### config.mk
export PLATFORM = sky130hd
export DESIGN_NAME = json_string_unescape_utf8
export DESIGN_NICKNAME = d
export VERILOG_FILES = /design/src/design/jsu_pkg.sv /design/src/design/jsu_front.sv /design/src/design/jsu_queue.sv /design/src/design/jsu_back.sv /design/src/design/json_string_unescape_utf8.sv
export SDC_FILE = /design/constraint.sdc
export NUM_CORES = 1
export LEC_CHECK = 0
export BUFFER_PORTS_ARGS = -buffer_cell sky130_fd_sc_hd__buf_2
export CELL_PAD_IN_SITES_DETAIL_PLACEMENT = 2
export CELL_PAD_IN_SITES_GLOBAL_PLACEMENT = 2
export CORE_MARGIN = 10
export CORE_UTILIZATION = 30
export CTS_BUF_LIST = sky130_fd_sc_hd__clkbuf_2 sky130_fd_sc_hd__clkbuf_4 sky130_fd_sc_hd__clkbuf_8
export CTS_CLUSTER_SIZE = 24
export DETAILED_ROUTE_END_ITERATION = 10
export PLACE_DENSITY = 0.71
export SLEW_MARGIN = 20
export SYNTH_ARGS = -nofsm -noshare
export SYNTH_HDL_FRONTEND = slang
export SYNTH_SLANG_ARGS = --single-unit
### constraint.sdc
create_clock -name clk_i -period 10.5 [get_ports clk_i]
set_input_delay 2.1 -clock clk_i [delete_from_list [all_inputs] [get_ports clk_i]]
set_output_delay 2.1 -clock clk_i [all_outputs]
set_load 0.005 [all_outputs]
### src/design/jsu_pkg.sv
// Shared types, codes and helper functions of the JSON string unescape block.
`timescale 1ns / 1ps
`default_nettype none

package jsu_pkg;

  // Result kind, carried on the output tuser.
  typedef enum logic [1:0] {
    KIND_DATA = 2'd0,
    KIND_DONE = 2'd1,
    KIND_ERR  = 2'd2
  } kind_e;

  // Error numbers carried with an error result.
  typedef enum logic [2:0] {
    ERR_UNTERM_STR = 3'd0,
    ERR_CTRL_CHAR  = 3'd1,
    ERR_UNTERM_ESC = 3'd2,
    ERR_TRUNC_U    = 3'd3,
    ERR_BAD_HEX    = 3'd4,
    ERR_UNKNOWN    = 3'd5
  } err_e;

  // Decoder modes, one-hot.
  typedef enum logic [5:0] {
    MODE_NORMAL     = 6'b000001,
    MODE_ESC        = 6'b000010,
    MODE_HEX        = 6'b000100,
    MODE_AFTER_HI   = 6'b001000,
    MODE_AFTER_HI_BS = 6'b010000,
    MODE_LOW_HEX    = 6'b100000
  } mode_e;

  localparam logic [7:0] ChQuote     = 8'h22;
  localparam logic [7:0] ChBackslash = 8'h5C;
  localparam logic [7:0] ChU         = 8'h75;
  localparam logic [7:0] ChSpace     = 8'h20;

  // UTF-8 bytes of U+FFFD.
  localparam logic [2:0][7:0] FffdBytes = {8'hBD, 8'hBF, 8'hEF};

  // UTF-8 encoding of one code point: byte count and bytes, first in [0].
  typedef struct packed {
    logic [2:0]      nb;
    logic [3:0][7:0] bytes;
  } utf8_t;

  // Work handed from the front end to the back end for one request:
  // an optional U+FFFD, then nb encoded bytes, then an optional terminal result.
  typedef struct packed {
    logic            fffd;
    logic [2:0]      nb;
    logic [3:0][7:0] bytes;
    logic            term_en;
    logic            term_err;
    err_e            err;
  } cmd_t;

  typedef struct packed {
    logic valid;
    logic full;
  } q_stat_t;

  typedef struct packed {
    logic       valid;
    logic [7:0] value;
  } esc_t;

  function automatic utf8_t utf8_encode(input logic [20:0] cp);
    utf8_t r;
    r = '0;
    if (cp < 21'h80) begin
      r.nb = 3'd1;
      r.bytes[0] = cp[7:0];
    end else if (cp < 21'h800) begin
      r.nb = 3'd2;
      r.bytes[0] = {3'b110, cp[10:6]};
      r.bytes[1] = {2'b10, cp[5:0]};
    end else if (cp < 21'h10000) begin
      r.nb = 3'd3;
      r.bytes[0] = {4'b1110, cp[15:12]};
      r.bytes[1] = {2'b10, cp[11:6]};
      r.bytes[2] = {2'b10, cp[5:0]};
    end else begin
      r.nb = 3'd4;
      r.bytes[0] = {5'b11110, cp[20:18]};
      r.bytes[1] = {2'b10, cp[17:12]};
      r.bytes[2] = {2'b10, cp[11:6]};
      r.bytes[3] = {2'b10, cp[5:0]};
    end
    return r;
  endfunction

  function automatic logic is_hex(input logic [7:0] c);
    return ((c >= 8'h30) && (c <= 8'h39)) || ((c >= 8'h61) && (c <= 8'h66)) ||
           ((c >= 8'h41) && (c <= 8'h46));
  endfunction

  function automatic logic [3:0] hex_val(input logic [7:0] c);
    logic [7:0] v;
    if (c <= 8'h39) begin
      v = c - 8'h30;
    end else if (c >= 8'h61) begin
      v = c - 8'h57;
    end else begin
      v = c - 8'h37;
    end
    return v[3:0];
  endfunction

  // Simple escapes; the \u escape is handled by the caller.
  function automatic esc_t esc_map(input logic [7:0] c);
    esc_t r;
    r.valid = 1'b1;
    case (c)
      8'h22:   r.value = 8'h22;
      8'h5C:   r.value = 8'h5C;
      8'h2F:   r.value = 8'h2F;
      8'h62:   r.value = 8'h08;
      8'h66:   r.value = 8'h0C;
      8'h6E:   r.value = 8'h0A;
      8'h72:   r.value = 8'h0D;
      8'h74:   r.value = 8'h09;
      default: begin
        r.valid = 1'b0;
        r.value = 8'h00;
      end
    endcase
    return r;
  endfunction

endpackage

`default_nettype wire

### src/design/jsu_front.sv
// Front end: tracks the escape state and turns each request into a result command.
`timescale 1ns / 1ps
`default_nettype none

module jsu_front (
  input  wire logic          clk_i,
  input  wire logic          rst_ni,
  input  wire logic          accept_i,
  input  wire logic [7:0]    byte_i,
  input  wire logic          end_i,
  output jsu_pkg::cmd_t      cmd_o,
  output logic               cmd_valid_o
);

  jsu_pkg::mode_e mode_q, mode_d;
  logic [1:0]     cnt_q, cnt_d;
  logic [15:0]    acc_q, acc_d;
  logic [9:0]     pend_q, pend_d;

  jsu_pkg::cmd_t  cmd;
  jsu_pkg::utf8_t enc;
  jsu_pkg::esc_t  esc;
  logic [15:0]    acc_n;
  logic [20:0]    pair_cp;
  logic           body_en;
  logic           esc_en;
  logic           uni_en;

  assign acc_n   = {acc_q[11:0], jsu_pkg::hex_val(byte_i)};
  // Both halves carry ten payload bits; the pair sits above the basic plane.
  assign pair_cp = 21'h10000 + {1'b0, pend_q, acc_n[9:0]};
  assign esc     = jsu_pkg::esc_map(byte_i);

  always_comb begin
    cmd     = '0;
    cmd.err = jsu_pkg::ERR_UNTERM_STR;
    mode_d  = mode_q;
    cnt_d   = cnt_q;
    acc_d   = acc_q;
    pend_d  = pend_q;
    body_en = 1'b0;
    esc_en  = 1'b0;
    uni_en  = 1'b0;
    enc     = '0;

    if (end_i) begin
      cmd.term_en  = 1'b1;
      cmd.term_err = 1'b1;
      mode_d       = jsu_pkg::MODE_NORMAL;
      case (mode_q)
        jsu_pkg::MODE_ESC:     cmd.err = jsu_pkg::ERR_UNTERM_ESC;
        jsu_pkg::MODE_HEX,
        jsu_pkg::MODE_LOW_HEX: cmd.err = jsu_pkg::ERR_TRUNC_U;
        jsu_pkg::MODE_AFTER_HI: begin
          cmd.fffd = 1'b1;
          cmd.err  = jsu_pkg::ERR_UNTERM_STR;
        end
        jsu_pkg::MODE_AFTER_HI_BS: begin
          cmd.fffd = 1'b1;
          cmd.err  = jsu_pkg::ERR_UNTERM_ESC;
        end
        default: cmd.err = jsu_pkg::ERR_UNTERM_STR;
      endcase
    end else begin
      case (mode_q)
        jsu_pkg::MODE_ESC: esc_en = 1'b1;
        jsu_pkg::MODE_HEX,
        jsu_pkg::MODE_LOW_HEX: begin
          if (!jsu_pkg::is_hex(byte_i)) begin
            cmd.term_en  = 1'b1;
            cmd.term_err = 1'b1;
            cmd.err      = jsu_pkg::ERR_BAD_HEX;
            mode_d       = jsu_pkg::MODE_NORMAL;
          end else if (cnt_q != 2'd3) begin
            cnt_d = cnt_q + 2'd1;
            acc_d = acc_n;
          end else begin
            cnt_d = 2'd0;
            acc_d = '0;
            if (mode_q == jsu_pkg::MODE_HEX) begin
              uni_en = 1'b1;
            end else if (acc_n >= 16'hDC00 && acc_n <= 16'hDFFF) begin
              enc     = jsu_pkg::utf8_encode(pair_cp);
              cmd.nb    = enc.nb;
              cmd.bytes = enc.bytes;
              mode_d    = jsu_pkg::MODE_NORMAL;
            end else begin
              // The pending high half had no partner.
              cmd.fffd = 1'b1;
              uni_en   = 1'b1;
            end
          end
        end
        jsu_pkg::MODE_AFTER_HI: begin
          if (byte_i == jsu_pkg::ChBackslash) begin
            mode_d = jsu_pkg::MODE_AFTER_HI_BS;
          end else begin
            cmd.fffd = 1'b1;
            body_en  = 1'b1;
          end
        end
        jsu_pkg::MODE_AFTER_HI_BS: begin
          if (byte_i == jsu_pkg::ChU) begin
            mode_d = jsu_pkg::MODE_LOW_HEX;
            cnt_d  = 2'd0;
            acc_d  = '0;
          end else begin
            cmd.fffd = 1'b1;
            esc_en   = 1'b1;
          end
        end
        default: body_en = 1'b1;
      endcase
    end

    if (body_en) begin
      mode_d = jsu_pkg::MODE_NORMAL;
      if (byte_i == jsu_pkg::ChQuote) begin
        cmd.term_en = 1'b1;
      end else if (byte_i < jsu_pkg::ChSpace) begin
        cmd.term_en  = 1'b1;
        cmd.term_err = 1'b1;
        cmd.err      = jsu_pkg::ERR_CTRL_CHAR;
      end else if (byte_i == jsu_pkg::ChBackslash) begin
        mode_d = jsu_pkg::MODE_ESC;
      end else begin
        cmd.nb       = 3'd1;
        cmd.bytes[0] = byte_i;
      end
    end

    if (esc_en) begin
      mode_d = jsu_pkg::MODE_NORMAL;
      if (esc.valid) begin
        cmd.nb       = 3'd1;
        cmd.bytes[0] = esc.value;
      end else if (byte_i == jsu_pkg::ChU) begin
        mode_d = jsu_pkg::MODE_HEX;
        cnt_d  = 2'd0;
        acc_d  = '0;
      end else begin
        cmd.term_en  = 1'b1;
        cmd.term_err = 1'b1;
        cmd.err      = jsu_pkg::ERR_UNKNOWN;
      end
    end

    if (uni_en) begin
      if (acc_n >= 16'hD800 && acc_n <= 16'hDBFF) begin
        pend_d = acc_n[9:0];
        mode_d = jsu_pkg::MODE_AFTER_HI;
      end else begin
        mode_d = jsu_pkg::MODE_NORMAL;
        if (acc_n >= 16'hDC00 && acc_n <= 16'hDFFF) begin
          cmd.fffd = 1'b1;
        end else begin
          enc       = jsu_pkg::utf8_encode({5'd0, acc_n});
          cmd.nb    = enc.nb;
          cmd.bytes = enc.bytes;
        end
      end
    end
  end

  assign cmd_o       = cmd;
  assign cmd_valid_o = accept_i && (cmd.fffd || (cmd.nb != 3'd0) || cmd.term_en);

  always_ff @(posedge clk_i or negedge rst_ni) begin
    if (!rst_ni) begin
      mode_q <= jsu_pkg::MODE_NORMAL;
      cnt_q  <= 2'd0;
      acc_q  <= '0;
      pend_q <= '0;
    end else if (accept_i) begin
      mode_q <= mode_d;
      cnt_q  <= cnt_d;
      acc_q  <= acc_d;
      pend_q <= pend_d;
    end
  end

endmodule

`default_nettype wire

### src/design/jsu_queue.sv
// Two-entry command queue between the front end and the back end.
`timescale 1ns / 1ps
`default_nettype none

module jsu_queue (
  input  wire logic          clk_i,
  input  wire logic          rst_ni,
  input  wire logic          push_i,
  input  wire jsu_pkg::cmd_t push_cmd_i,
  input  wire logic          pop_i,
  output jsu_pkg::cmd_t      head_o,
  output jsu_pkg::q_stat_t   stat_o
);

  jsu_pkg::cmd_t entries_q [2];
  logic          wr_q, rd_q;
  logic [1:0]    cnt_q;

  assign head_o       = entries_q[rd_q];
  assign stat_o.valid = (cnt_q != 2'd0);
  assign stat_o.full  = (cnt_q == 2'd2);

  always_ff @(posedge clk_i) begin
    if (push_i) begin
      entries_q[wr_q] <= push_cmd_i;
    end
  end

  always_ff @(posedge clk_i or negedge rst_ni) begin
    if (!rst_ni) begin
      wr_q  <= 1'b0;
      rd_q  <= 1'b0;
      cnt_q <= 2'd0;
    end else begin
      if (push_i) begin
        wr_q <= ~wr_q;
      end
      if (pop_i) begin
        rd_q <= ~rd_q;
      end
      if (push_i && !pop_i) begin
        cnt_q <= cnt_q + 2'd1;
      end else if (pop_i && !push_i) begin
        cnt_q <= cnt_q - 2'd1;
      end
    end
  end

endmodule

`default_nettype wire

### src/design/jsu_back.sv
// Back end: expands each command into result bytes, one per cycle unless stalled, into the output register.
`timescale 1ns / 1ps
`default_nettype none

module jsu_back (
  input  wire logic          clk_i,
  input  wire logic          rst_ni,
  input  wire jsu_pkg::cmd_t head_i,
  input  wire logic          head_valid_i,
  output logic               pop_o,
  output logic               m_tvalid_o,
  input  wire logic          m_tready_i,
  output logic [15:0]        m_tdata_o,
  output logic [1:0]         m_tuser_o,
  output logic               m_tlast_o
);

  logic [2:0]     step_q, step_d;
  logic [2:0]     base;
  logic [2:0]     total;
  logic [2:0]     idx;
  logic           load;
  logic           is_last;
  logic [7:0]     res_byte;
  jsu_pkg::kind_e res_kind;
  jsu_pkg::err_e  res_err;

  logic           valid_q;
  logic [7:0]     byte_q;
  jsu_pkg::kind_e kind_q;
  jsu_pkg::err_e  err_q;
  logic           last_q;

  assign base    = head_i.fffd ? 3'd3 : 3'd0;
  assign total   = base + head_i.nb + {2'b00, head_i.term_en};
  assign idx     = step_q - base;
  assign is_last = (step_q == total - 3'd1);
  assign load    = head_valid_i && (!valid_q || m_tready_i);
  assign pop_o   = load && is_last;
  assign step_d  = pop_o ? 3'd0 : step_q + 3'd1;

  always_comb begin
    res_byte = 8'h00;
    res_kind = jsu_pkg::KIND_DATA;
    res_err  = jsu_pkg::ERR_UNTERM_STR;
    if (head_i.fffd && (step_q < 3'd3)) begin
      res_byte = jsu_pkg::FffdBytes[step_q[1:0]];
    end else if (idx < head_i.nb) begin
      res_byte = head_i.bytes[idx[1:0]];
    end else if (head_i.term_err) begin
      res_kind = jsu_pkg::KIND_ERR;
      res_err  = head_i.err;
    end else begin
      res_kind = jsu_pkg::KIND_DONE;
    end
  end

  always_ff @(posedge clk_i or negedge rst_ni) begin
    if (!rst_ni) begin
      step_q  <= 3'd0;
      valid_q <= 1'b0;
    end else begin
      if (load) begin
        step_q <= step_d;
      end
      if (load) begin
        valid_q <= 1'b1;
      end else if (m_tready_i) begin
        valid_q <= 1'b0;
      end
    end
  end

  always_ff @(posedge clk_i) begin
    if (load) begin
      byte_q <= res_byte;
      kind_q <= res_kind;
      err_q  <= res_err;
      last_q <= is_last;
    end
  end

  assign m_tvalid_o = valid_q;
  assign m_tdata_o  = {5'd0, err_q, byte_q};
  assign m_tuser_o  = kind_q;
  assign m_tlast_o  = last_q;

endmodule

`default_nettype wire

### src/design/json_string_unescape_utf8.sv
// Top level of the JSON string body decoder that produces UTF-8.
`timescale 1ns / 1ps
`default_nettype none

// Decodes the body of a JSON string, one byte per request, into UTF-8 result
// bytes, ending each string with a completion or an error result. A request is
// taken every cycle while the two-entry command queue has room. A plain byte
// gives one result via the queue and the output register, one per cycle while
// the output is ready. An escape can expand to up to six results (U+FFFD for a
// lone high surrogate followed by a three-byte character); the back end sends
// one result per cycle while not stalled, through its single output register,
// so such a request holds the output until its last result is sent, and the
// input stalls once the queue fills behind it. Requests that produce no result
// (a backslash, a hex digit before the fourth) only update the decoder state.
module json_string_unescape_utf8 (
  input  wire logic        clk_i,
  input  wire logic        rst_ni,
  input  wire logic        s_axis_tvalid,
  output logic             s_axis_tready,
  input  wire logic [7:0]  s_axis_tdata,   // [7:0] byte_in
  input  wire logic        s_axis_tuser,   // [0] end_of_input
  output logic             m_axis_tvalid,
  input  wire logic        m_axis_tready,
  output logic [15:0]      m_axis_tdata,   // [7:0] out_byte, [10:8] error_code, rest zero
  output logic [1:0]       m_axis_tuser,   // [1:0] kind
  output logic             m_axis_tlast    // last
);

  jsu_pkg::cmd_t    cmd;
  jsu_pkg::cmd_t    head;
  jsu_pkg::q_stat_t q_stat;
  logic             accept;
  logic             cmd_valid;
  logic             pop;

  assign s_axis_tready = !q_stat.full;
  assign accept        = s_axis_tvalid && s_axis_tready;

  jsu_front u_front (
    .clk_i       (clk_i),
    .rst_ni      (rst_ni),
    .accept_i    (accept),
    .byte_i      (s_axis_tdata),
    .end_i       (s_axis_tuser),
    .cmd_o       (cmd),
    .cmd_valid_o (cmd_valid)
  );

  jsu_queue u_queue (
    .clk_i      (clk_i),
    .rst_ni     (rst_ni),
    .push_i     (cmd_valid),
    .push_cmd_i (cmd),
    .pop_i      (pop),
    .head_o     (head),
    .stat_o     (q_stat)
  );

  jsu_back u_back (
    .clk_i        (clk_i),
    .rst_ni       (rst_ni),
    .head_i       (head),
    .head_valid_i (q_stat.valid),
    .pop_o        (pop),
    .m_tvalid_o   (m_axis_tvalid),
    .m_tready_i   (m_axis_tready),
    .m_tdata_o    (m_axis_tdata),
    .m_tuser_o    (m_axis_tuser),
    .m_tlast_o    (m_axis_tlast)
  );

  // Results that are not errors carry no error number.
  assert property (@(posedge clk_i) disable iff (!rst_ni)
    m_axis_tvalid && (m_axis_tuser != jsu_pkg::KIND_ERR) |-> m_axis_tdata[10:8] == 3'd0)
    else $error("error code set on a non-error result");

  // A completion or an error is always the final result of its request.
  assert property (@(posedge clk_i) disable iff (!rst_ni)
    m_axis_tvalid && (m_axis_tuser != jsu_pkg::KIND_DATA) |-> m_axis_tlast)
    else $error("terminal result without last");

  // The back end only retires a command that is present in the queue.
  assert property (@(posedge clk_i) disable iff (!rst_ni)
    pop |-> q_stat.valid)
    else $error("queue popped while empty");

endmodule

`default_nettype wire

==> impl_metrics.yaml, run 1 <==
logic_synthesis:
  async_flop_share_pct: 29.7
  yosys.area_share.simple_pct: 13.9
  synth_cell_types: 79
  ys.flop_type: "edfxtp_1"
  syn_area_um2: 7090
  synth_edf_count: 90
  yosys_warnings: 0
  synth_compound_area_share_pct: 15.7
  muxShareOfSynthArea_pct: 8.73
  synthAdderAreaFrac_pct: 3.39
  synthCells: 619
  synthXorXnorAreaFrac_pct: 2.22
  ys_seq_area_share_pct: 51.5
  yosys_register_bits: 128
  avgSynthCellArea_um2: 11.5
  synth_top_family_by_area: "compound AO/OA/AOI/OAI gates"
timing:
  tns_ns: 0
  max_slew_margin_pct: 34.2
  hold_viol_final: 0
  post-route-period-util_pct: 55.6
  max_freq_mhz: 171
  worstMarginPinSlew_ns: 0.987
  min_period_ns: 5.83
  fin_worst_skew_ns: 0.0179
  drv_slew: 0
  setup_viol: 0
  rsz0062_at_grt: "false"
route:
  wl_per_cell_um: 21.7
  dr_total_vias: 5107
  wirelength_um: 20900
  vias_per_cell: 5.30
  antenna_left: 0
  post-route-drc-count: 0
  firstDrtPassIters: 4
  drt_iter0_markers: 355
clock_tree:
  clock_latency_ns: 0.44
  clk_path_buf_depth: 2
  htree_levels: 4
  numCtsBuffers: 17
  clk_pin_slew_ns: 0.08
  cts_tree: "built"
  cts-root-buf: "clkbuf_8"
  cts.repair.resized: 0
  cts.sinks: 128
  cts-hold-fix-buffers: 0
  post-cts-setup-buffers: 0
global_routing:
  grt_usage_pct: 13.9
  antenna_found_initial: 0
  grt_pass1_vias: 5531
  grt_overflow_total: 0
  grt_start_max_net_pins: 39
  grt_pass1_wl_um: 33300
placement:
  portBuffers: 28
  hpwl_um: 15400
  place.gp.congestion: 0.864
critical_path:
  cp_num_buf_inv: 3
  path_class: "primary input to flop"
  cp.required_ns: 10.61
  worstPathMaxFanout: 20
  path_delay_family: "simple AND/OR/NAND/NOR gates"
  critPathSlowestCell: "and2_1"
  critical_path_arrival_ns: 5.95
  max_stage_delay_ns: 0.75
  critPathLaunchType: "primary input"
  critPathCaptureType: "flop"
  worstPathCellList: "buf_2 > inv_1 > ha_1 > nand4_1 > nor4b_2 > o21bai_1 > o21a_1 > nor3b_1 > o22a_1 > o311a_1 > and2_1 > buf_4"
floorplanning:
  die-width_um: 174
  io_pins: 34
  dieHeight_um: 174
  coreArea_um2: 23300
  initial_core_util_pct: 30.4
  rows: 56
  die_area_um2: 30200
job:
  cap_violations: 0
cells_and_area:
  drive_gt1_share_pct: 17.1
  area_delta_synth_final_pct: 10.5
  n_antenna_cell: 0
  final_common_cell: "edfxtp_1"
  final_cell_mix: "edfxtp_1 (90), nor2_1 (44), nand2_1 (42)"
  num-fill-cells: 2497
  final_nets: 662
power:
  total_leakage_power_nw: 2.97
  ir_drop_v: 0.000103
  p_per_area_nw_per_um2: 222
  p_total_w: 0.00174
hold_path:
  min_path_type: "flop to flop"
run_status:
  status: "finished clean"
[worst reg2reg max path: cells and delay by family, from the launching register on]
family          cells  cell delay (ns)
compound gates      4             1.14
buf+inv             1             0.43
flops               1             0.55
simple gates        4             2.01
[path summary, 6_finish.rpt]
path,endpoint,from,depth (start not counted),slack (ns)
worst max register to register,u_queue.entries_q[1][28]$_DFFE_PP_,u_front.mode_q[4]$_DFFE_PN0P_,9,6.02
worst min-delay path,u_back.m_tvalid_o$_DFFE_PN0P_,u_back.m_tvalid_o$_DFFE_PN0P_,2,0.51
max in group asynchronous,u_front.acc_q[5]$_DFFE_PN0P_,rst_ni,1,8.06
worst min register to register,u_back.m_tvalid_o$_DFFE_PN0P_,u_back.m_tvalid_o$_DFFE_PN0P_,2,0.51
min in group asynchronous,u_queue.cnt_q[1]$_DFFE_PN0P_,rst_ni,1,1.80
worst max-delay path,u_queue.entries_q[1][28]$_DFFE_PP_,s_axis_tdata[0],12,4.67
[layout make-up]
| class | instances | area [µm²] | area share, % |
|---|---|---|---|
| timing repair buffer | 34 | 198 | 2.52 |
| inverter | 22 | 82.6 | 1.05 |
| sequential | 128 | 3650 | 46.7 |
| clock inverter | 11 | 81.3 | 1.04 |
| clock buffer | 21 | 277 | 3.53 |
| multi-input combinational | 428 | 3140 | 40.1 |
| tap | 319 | 399 | 5.10 |
[flip-flops by register name, summed over array words and instances, names as in the netlist]
signal and count:
u_queue.wr_q 1, u_back.m_tvalid_o 1, u_back.err_q 3, u_queue.entries_q 76
u_queue.cnt_q 2, u_back.m_tuser_o 2, u_front.pend_q 10, u_back.step_q 3
u_front.mode_q 6, u_front.acc_q 12, u_front.cnt_q 2, u_back.byte_q 8
u_back.m_tlast_o 1, u_queue.rd_q 1
[where the power goes]
part	total, W	switching, W	internal, W
combinational	0.000635	0.000363	0.000272
clock	0.000383	0.000201	0.000182
sequential	0.000720	0.0000438	0.000677
total	0.00174	0.000608	0.00113
[cells by family (layout without fill, tap and decap cells)]
family                   Yosys count  after routing
other                              1              5
multiplexers                      43             43
AND/OR/NAND/NOR                  178            178
XOR/XNOR                          18             18
buffers and inverters             67             88
AO/OA/AOI/OAI                    166            166
adder cells (fa/ha/maj)           18             18
flip-flops                       128            128
[per-stage QoR]
stage	std cells	setup WS [ns]	hold slack [ns]	instance area, µm²	utilization [%]
3_5_place_dp	930	4.19	0.499	7450	31.9
6_report	963	4.67	0.508	7830	33.6
3_3_place_gp	930	4.50	0.484	7450	31.9
2_1_floorplan	623	4.33	0.455	7110	-
4_1_cts	962	4.65	0.517	7810	33.5
5_1_grt	963	4.25	0.542	7830	33.6
[routing by layer]
layer	track usage, %	wire length [µm]
met5	0	0
met4	3.85	200
met3	2.59	833
met2	23.0	10200
met1	18.3	9660
[synth_stat cells, types with 3 or more instances]
master	count	area share, %
nor4_1	5	0.44
a211oi_1	4	0.42
xor2_1	7	0.86
mux4_2	14	4.4
nand4_1	9	0.79
a31oi_1	5	0.44
mux2_2	11	1.7
xnor2_1	11	1.4
nand4b_1	4	0.49
dfrtp_1	37	13
a41oi_1	3	0.37
a211o_1	3	0.37
o22ai_1	12	1.1
inv_1	21	1.1
o21bai_1	3	0.32
and2_1	4	0.35
or3_1	3	0.26
a22o_1	17	2.1
nand3b_1	3	0.32
buf_4	7	0.74
buf_1	8	0.42
mux2i_1	18	2.5
nand3_1	6	0.42
nor2b_1	5	0.44
ha_1	16	2.8
nor3_1	12	0.85
o221ai_1	3	0.37
and3_1	4	0.35
buf_6	4	0.64
a21o_1	12	1.3
nand2_1	42	2.2
buf_2	8	0.56
or2_2	3	0.26
nor4b_1	3	0.37
a21oi_1	34	2.4
nor2_1	44	2.3
clkbuf_1	18	0.95
nand2b_1	11	0.97
o211ai_1	6	0.64
o21ai_0	39	2.8
edfxtp_1	90	38
o21a_1	6	0.64
No activity file was read; power rests on OpenSTA's default activity.
==> inputs of run 2 (changes only) <==
--- a/config.mk
+++ b/config.mk
@@ -5,6 +5,7 @@
 export SDC_FILE = /design/constraint.sdc
 export NUM_CORES = 1
 export LEC_CHECK = 0
+export ABC_AREA = 1
 export BUFFER_PORTS_ARGS = -buffer_cell sky130_fd_sc_hd__buf_2
 export CELL_PAD_IN_SITES_DETAIL_PLACEMENT = 2
 export CELL_PAD_IN_SITES_GLOBAL_PLACEMENT = 2
@@ -13,7 +14,7 @@
 export CTS_BUF_LIST = sky130_fd_sc_hd__clkbuf_2 sky130_fd_sc_hd__clkbuf_4 sky130_fd_sc_hd__clkbuf_8
 export CTS_CLUSTER_SIZE = 24
 export DETAILED_ROUTE_END_ITERATION = 10
-export PLACE_DENSITY = 0.71
+export PLACE_DENSITY = 0.78
 export SLEW_MARGIN = 20
 export SYNTH_ARGS = -nofsm -noshare
 export SYNTH_HDL_FRONTEND = slang
==> constraint.sdc (replaced) <==
create_clock -name clk_i -period 5.1 [get_ports clk_i]
set_input_delay 1.02 -clock clk_i [delete_from_list [all_inputs] [get_ports clk_i]]
set_output_delay 1.02 -clock clk_i [all_outputs]
set_load 0.005 [all_outputs]
==> run 2 against run 1 <==
Compared with the run above:
- global-route usage grew 1.9 points
- sequential cell count is the same
- combinational power rose to 3.0 times the previous value
- critical path type is now flop to flop
==> impl_metrics.yaml, run 2 <==
timing:
  fin_ws_ns: 1.18
  rsz0062_at_grt: "false"
  max_slew_margin_pct: 35.9
  whs_ns: 0.487
  post-route-period-util_pct: 76.8
  drv_slew: 0
  tns_ns: 0
  min_period_ns: 3.92
  hold_viol_final: 0
  max_freq_mhz: 255
  setup_viol: 0
  fin_worst_skew_ns: 0.0196
  worstMarginPinSlew_ns: 0.958
logic_synthesis:
  ys_seq_area_share_pct: 50.7
  syn_area_um2: 7220
  async_flop_share_pct: 29.7
  yosys-top-cells-count: "nand2_1 (131), inv_1 (96), edfxtp_1 (90), nor2_1 (84), o21ai_0 (78)"
  yosysMostFrequentCell: "nand2_1"
  synth.largest_area_cell: "edfxtp_1"
  synth_top_cell_area_share_pct: 37.5
  synth_cell_types: 55
  ys.flop_type: "edfxtp_1"
  avgSynthCellArea_um2: 8.93
  synth_edf_count: 90
  yosys_register_bits: 128
  yosys_warnings: 0
  synth_area_leaders: "edfxtp_1 (37%), dfrtp_1 (13%), nand2_1 (6.8%)"
  synthCells: 808
clock_tree:
  cts.sinks: 128
  post-cts-setup-buffers: 0
  clk_path_buf_depth: 2
  clock_latency_ns: 0.47
  clk_pin_slew_ns: 0.09
  cts.repair.resized: 0
  cts-hold-fix-buffers: 0
  numCtsBuffers: 17
  htree_levels: 4
  cts-root-buf: "clkbuf_8"
  cts_tree: "built"
cells_and_area:
  top_register: "u_queue.entries_q"
  area_delta_synth_final_pct: 12.5
  num-fill-cells: 2725
  final_area_um2: 8120
  final_nets: 873
  reg.largest.list: "u_queue.entries_q: 76 flops, u_front.acc_q: 12 flops, u_front.pend_q: 10 flops"
  final_cell_mix: "nand2_1 (131), inv_1 (96), edfxtp_1 (90)"
  drive_gt1_share_pct: 14.6
  largest_reg_flops: 76
  ff_latch_area_um2: 3650
  final_common_cell: "nand2_1"
  multi_input_comb_area_um2: 3040
  n_antenna_cell: 0
  post-route-util_pct: 34.5
floorplanning:
  io_pins: 34
  rows: 56
  die-width_um: 175
  die_area_um2: 30700
  coreArea_um2: 23500
  dieHeight_um: 175
  initial_core_util_pct: 30.6
route:
  wirelength_um: 23900
  drt_iter0_markers: 331
  vias_per_cell: 5.18
  antenna_left: 0
  wl_per_cell_um: 20.4
  firstDrtPassIters: 5
  post-route-drc-count: 0
  dr_total_vias: 6082
critical_path:
  path_class: "flop to flop"
  critical_path_arrival_ns: 4.27
  worstPathMaxFanout: 35
  critPathLaunchType: "flop"
  cp.required_ns: 5.45
  critPathCaptureType: "flop"
run_status:
  status: "finished clean"
global_routing:
  grt_usage_pct: 15.8
  grt_overflow_total: 0
  grt_pass1_vias: 6694
  grt_pass1_wl_um: 38400
  grt_start_max_net_pins: 40
  antenna_found_initial: 0
placement:
  place.gp.congestion: 0.904
  portBuffers: 28
  placed_area_um2: 7710
  hpwl_um: 17600
  place_ws_ns: 1.07
hold_path:
  min_path_type: "flop to flop"
power:
  p_per_area_nw_per_um2: 543
  total_leakage_power_nw: 3.37
  ir_drop_v: 0.000224
job:
  cap_violations: 0
## run 2: through the flow
step           cells  power, W
6_report        1174   0.00441
2_1_floorplan    812   0.00280
4_1_cts         1174   0.00446
5_1_grt         1174   0.00474
3_3_place_gp    1142   0.00339
3_5_place_dp    1142   0.00351
## run 2: metal layers
metal	track usage, %	wire length (µm)	up-vias
li1	-	-	2847
met1	20.2	11100	3125
met2	27.1	11800	92
met3	2.91	711	18
met4	3.50	267	0
met5	0	0	-
## run 2: worst paths after layout
check	from	endpoint	slack, ns	depth (start not counted)
worst max-delay path	u_queue.rd_q$_DFFE_PN0P_	u_queue.cnt_q[1]$_DFFE_PN0P_	1.18	18
worst min-delay path	u_queue.wr_q$_DFFE_PN0P_	u_queue.wr_q$_DFFE_PN0P_	0.49	2
worst max register to register	u_queue.rd_q$_DFFE_PN0P_	u_queue.cnt_q[1]$_DFFE_PN0P_	1.18	18
worst min register to register	u_queue.wr_q$_DFFE_PN0P_	u_queue.wr_q$_DFFE_PN0P_	0.49	2
max in group asynchronous	rst_ni	u_front.cnt_q[0]$_DFFE_PN0P_	4.13	1
min in group asynchronous	rst_ni	u_back.m_tvalid_o$_DFFE_PN0P_	0.56	1
## run 2: worst max-delay path: stages (launching register included)
cell     delay (ns)
dfrtp_1        0.40
inv_2          0.05
buf_4          0.35
or2_2          0.18
o21ai_1        0.17
ha_1           0.35
inv_1          0.04
ha_1           0.18
fa_1           0.37
xnor2_1        0.19
xor2_1         0.20
xnor2_1        0.14
nand2_1        0.13
nor2_1         0.19
inv_1          0.10
ha_1           0.32
a21oi_1        0.15
o21ai_0        0.12
xor2_1         0.15
## run 2: final cells by class
cell class	instances	area share (%)
Sequential cell	128	45.0
Timing Repair Buffer	37	2.59
Tap cell	319	4.92
Clock inverter	15	2.13
Multi-Input combinational cell	550	37.5
Clock buffer	17	2.88
Inverter	108	5.02
## run 2: power by group
group / total [W] / internal [W] / switching [W]
Combinational: 0.00192 / 0.000590 / 0.00133
Clock: 0.000934 / 0.000448 / 0.000486
Sequential: 0.00155 / 0.00143 / 0.000119
Total: 0.00441 / 0.00247 / 0.00194
## run 2: logic make-up (layout without fill, tap and decap cells)
logic type / after synthesis / in the layout / share of synthesized area [%]
buf+inv: 134 / 177 / 7.56
mux: 3 / 3 / 0.416
xor+xnor: 12 / 12 / 1.56
simple gates: 328 / 328 / 21.4
fa+ha+maj: 18 / 18 / 3.33
flops: 128 / 128 / 50.7
compound gates: 184 / 184 / 15.1
other cells: 1 / 5 / 0.0520
==> inputs of run 3 (changes only) <==
--- a/config.mk
+++ b/config.mk
@@ -5,7 +5,7 @@
 export SDC_FILE = /design/constraint.sdc
 export NUM_CORES = 1
 export LEC_CHECK = 0
-export ABC_AREA = 1
+export ABC_AREA = 0
 export BUFFER_PORTS_ARGS = -buffer_cell sky130_fd_sc_hd__buf_2
 export CELL_PAD_IN_SITES_DETAIL_PLACEMENT = 2
 export CELL_PAD_IN_SITES_GLOBAL_PLACEMENT = 2
@@ -14,7 +14,7 @@
 export CTS_BUF_LIST = sky130_fd_sc_hd__clkbuf_2 sky130_fd_sc_hd__clkbuf_4 sky130_fd_sc_hd__clkbuf_8
 export CTS_CLUSTER_SIZE = 24
 export DETAILED_ROUTE_END_ITERATION = 10
-export PLACE_DENSITY = 0.78
+export PLACE_DENSITY = 0.71
 export SLEW_MARGIN = 20
 export SYNTH_ARGS = -nofsm -noshare
 export SYNTH_HDL_FRONTEND = slang
==> constraint.sdc (replaced) <==
create_clock -name clk_i -period 3.7 [get_ports clk_i]
set_input_delay 0.74 -clock clk_i [delete_from_list [all_inputs] [get_ports clk_i]]
set_output_delay 0.74 -clock clk_i [all_outputs]
set_load 0.005 [all_outputs]
==> run 3 against run 2 <==
Compared with the run above:
- cell count decreased by 11%
- final area increased by 5.1%
- largest cell class unchanged
- critical path type is now primary input to flop
- clock power increased by 30%
- clock skew decreased by 0.0063 ns
- global-route usage decreased by 0.42 points
- combinational power increased by 3%
- critical endpoint is now u_queue.cnt_q[0]$_DFFE_PN0P_
- setup slack got worse by 1.0 ns
==> impl_metrics.yaml, run 3 (synthesis results as in run 1) <==
run_status:
  status: "finished clean"
global_routing:
  grt_start_max_net_pins: 39
  antenna_found_initial: 0
  grt_overflow_total: 0
  grt_usage_pct: 15.4
  grt_pass1_wl_um: 36800
  grt_pass1_vias: 6293
timing:
  hold_viol_final: 0
  worstMarginPinSlew_ns: 0.978
  whs_ns: 0.423
  setup_viol: 0
  max_slew_margin_pct: 34.8
  min_period_ns: 3.54
  tns_ns: 0
  post-route-period-util_pct: 95.7
  max_freq_mhz: 283
  rsz0062_at_grt: "false"
  drv_slew: 0
  fin_worst_skew_ns: 0.0133
clock_tree:
  numCtsBuffers: 17
  cts-root-buf: "clkbuf_8"
  clk_path_buf_depth: 2
  cts_tree: "built"
  clk_pin_slew_ns: 0.08
  cts.sinks: 128
  htree_levels: 4
  clock_latency_ns: 0.44
critical_path:
  path_class: "primary input to flop"
  critPathSlowestCell: "or4b_1"
  worstPathMaxFanout: 4
  reg2reg_slack_ns: 0.35
  max_stage_delay_ns: 0.50
  critPathLaunchType: "primary input"
  worstPathCellList: "buf_2 > buf_4 > ha_1 > or4b_1 > a21o_1 > o21a_1 > and3_1 > a211o_1 > or2_1 > o311a_1 > buf_4 > ha_1 > buf_4 > xnor2_1"
  critPathCaptureType: "flop"
  cp_num_buf_inv: 4
  cp.required_ns: 4.05
  critical_path_arrival_ns: 3.89
  path_delay_family: "compound AO/OA/AOI/OAI gates"
  crit_top_cell: "buf_4"
floorplanning:
  die_area_um2: 30200
  rows: 56
  initial_core_util_pct: 30.4
  coreArea_um2: 23300
  die-width_um: 174
  dieHeight_um: 174
  io_pins: 34
power:
  p_sw_w: 0.00182
  total_leakage_power_nw: 3.40
  p_sw_share_pct: 34.6
  ir_drop_v: 0.000268
  combPwrFrac_pct: 37.6
  seqPwrFrac_pct: 39.5
  p_total_w: 0.00526
  p_per_area_nw_per_um2: 616
  p_int_w: 0.00344
  p_clk_share_pct: 22.9
cells_and_area:
  n_antenna_cell: 0
  final_common_cell: "edfxtp_1"
  drive_gt1_share_pct: 27.3
  final_nets: 746
  reg.largest.list: "u_queue.entries_q: 76 flops, u_front.acc_q: 12 flops, u_front.pend_q: 10 flops"
  top_register: "u_queue.entries_q"
  num-fill-cells: 2501
  largest_reg_flops: 76
  area_delta_synth_final_pct: 20.4
  final_cell_mix: "edfxtp_1 (90), buf_4 (87), nor2_1 (43)"
route:
  vias_per_cell: 5.25
  antenna_left: 0
  drt_iter0_markers: 366
  wl_per_cell_um: 22.2
  wirelength_um: 23200
  post-route-drc-count: 0
  dr_total_vias: 5498
  firstDrtPassIters: 5
job:
  cap_violations: 0
placement:
  portBuffers: 28
  place.gp.congestion: 0.891
  hpwl_um: 17700
hold_path:
  min_path_type: "primary input to async pin"
run 3: changes by cell type in the layout (fill, tap and decap cells not counted), moves of 12 or more:
cell,change
a22o_1,+17
mux4_2,+14
o221ai_1,-14
o21ai_1,-16
nor2_1,-40
nand3_1,-49
mux2i_1,+14
buf_4,+77
inv_1,-75
nand2_1,-89
a21o_1,+12
o21ai_0,-39
run 3: cell type report:
class                   count  area, µm²  area share (%)
flip-flops and latches    128       3660            42.8
multi-input cells         428       3160            37.0
repair buffers            118        853            9.99
well taps                 319        399            4.67
clock buffers              19        249            2.92
clock inverters            13        138            1.61
inverters                  22       82.6           0.967
run 3: through the flow:
stage,area [µm²],util [%],worst slack (ns),std cells
after floorplan,7110,-,0.0194,623
after global placement,8110,34.8,-0.252,1014
after detailed placement,8110,34.8,-0.419,1014
after CTS,8510,36.5,0.0103,1046
after global routing,8540,36.6,0.0300,1047
final,8540,36.6,0.160,1047
run 3: metal layers:
metal / vias to the layer above / GRT usage (%) / share of wire (%)
met1: 2835 / 18.7 / 44
li1: 2531 / - / -
met2: 112 / 27.3 / 51
met5: - / 0 / 0
met4: 0 / 3.81 / 1.5
met3: 20 / 3.01 / 3.6
run 3: path summary, 6_finish.rpt:
path	endpoint	start	cells after the start
setup reg to reg	u_queue.cnt_q[0]$_DFFE_PN0P_	u_queue.rd_q$_DFFE_PN0P_	14
hold / removal	u_back.m_tvalid_o$_DFFE_PN0P_	rst_ni	1
setup / recovery	u_queue.cnt_q[0]$_DFFE_PN0P_	s_axis_tdata[0]	14
hold reg to reg	u_front.cnt_q[1]$_DFFE_PN0P_	u_front.cnt_q[1]$_DFFE_PN0P_	1
min in group clk_i	u_front.cnt_q[1]$_DFFE_PN0P_	u_front.cnt_q[1]$_DFFE_PN0P_	1
max in group asynchronous	u_queue.rd_q$_DFFE_PN0P_	rst_ni	1
run 3: power groups by stage:
stage | clock, W | combinational (W) | sequential [W]
after global placement | 0 | 0.00186 | 0.00207
final | 0.00121 | 0.00198 | 0.00208
after global routing | 0.00130 | 0.00219 | 0.00211
after CTS | 0.00124 | 0.00200 | 0.00208
after detailed placement | 0 | 0.00197 | 0.00210
after floorplan | 0 | 0.00132 | 0.00205
run 3: worst register-to-register path: stages (launching register included):
cell     delay, ns
dfrtp_2       0.50
buf_4         0.19
mux2i_1       0.13
ha_1          0.30
inv_1         0.05
ha_1          0.18
fa_1          0.38
xnor2_1       0.19
xnor2_1       0.17
xnor2_1       0.09
nor3_1        0.26
nand2_1       0.19
ha_1          0.34
buf_4         0.15
xnor2_1       0.17
run 3: timing repair:
item	in CTS	in global routing
setup buffers	0	0
hold buffers	0	0
resized for setup	3	2
setup endpoints to repair	13	2
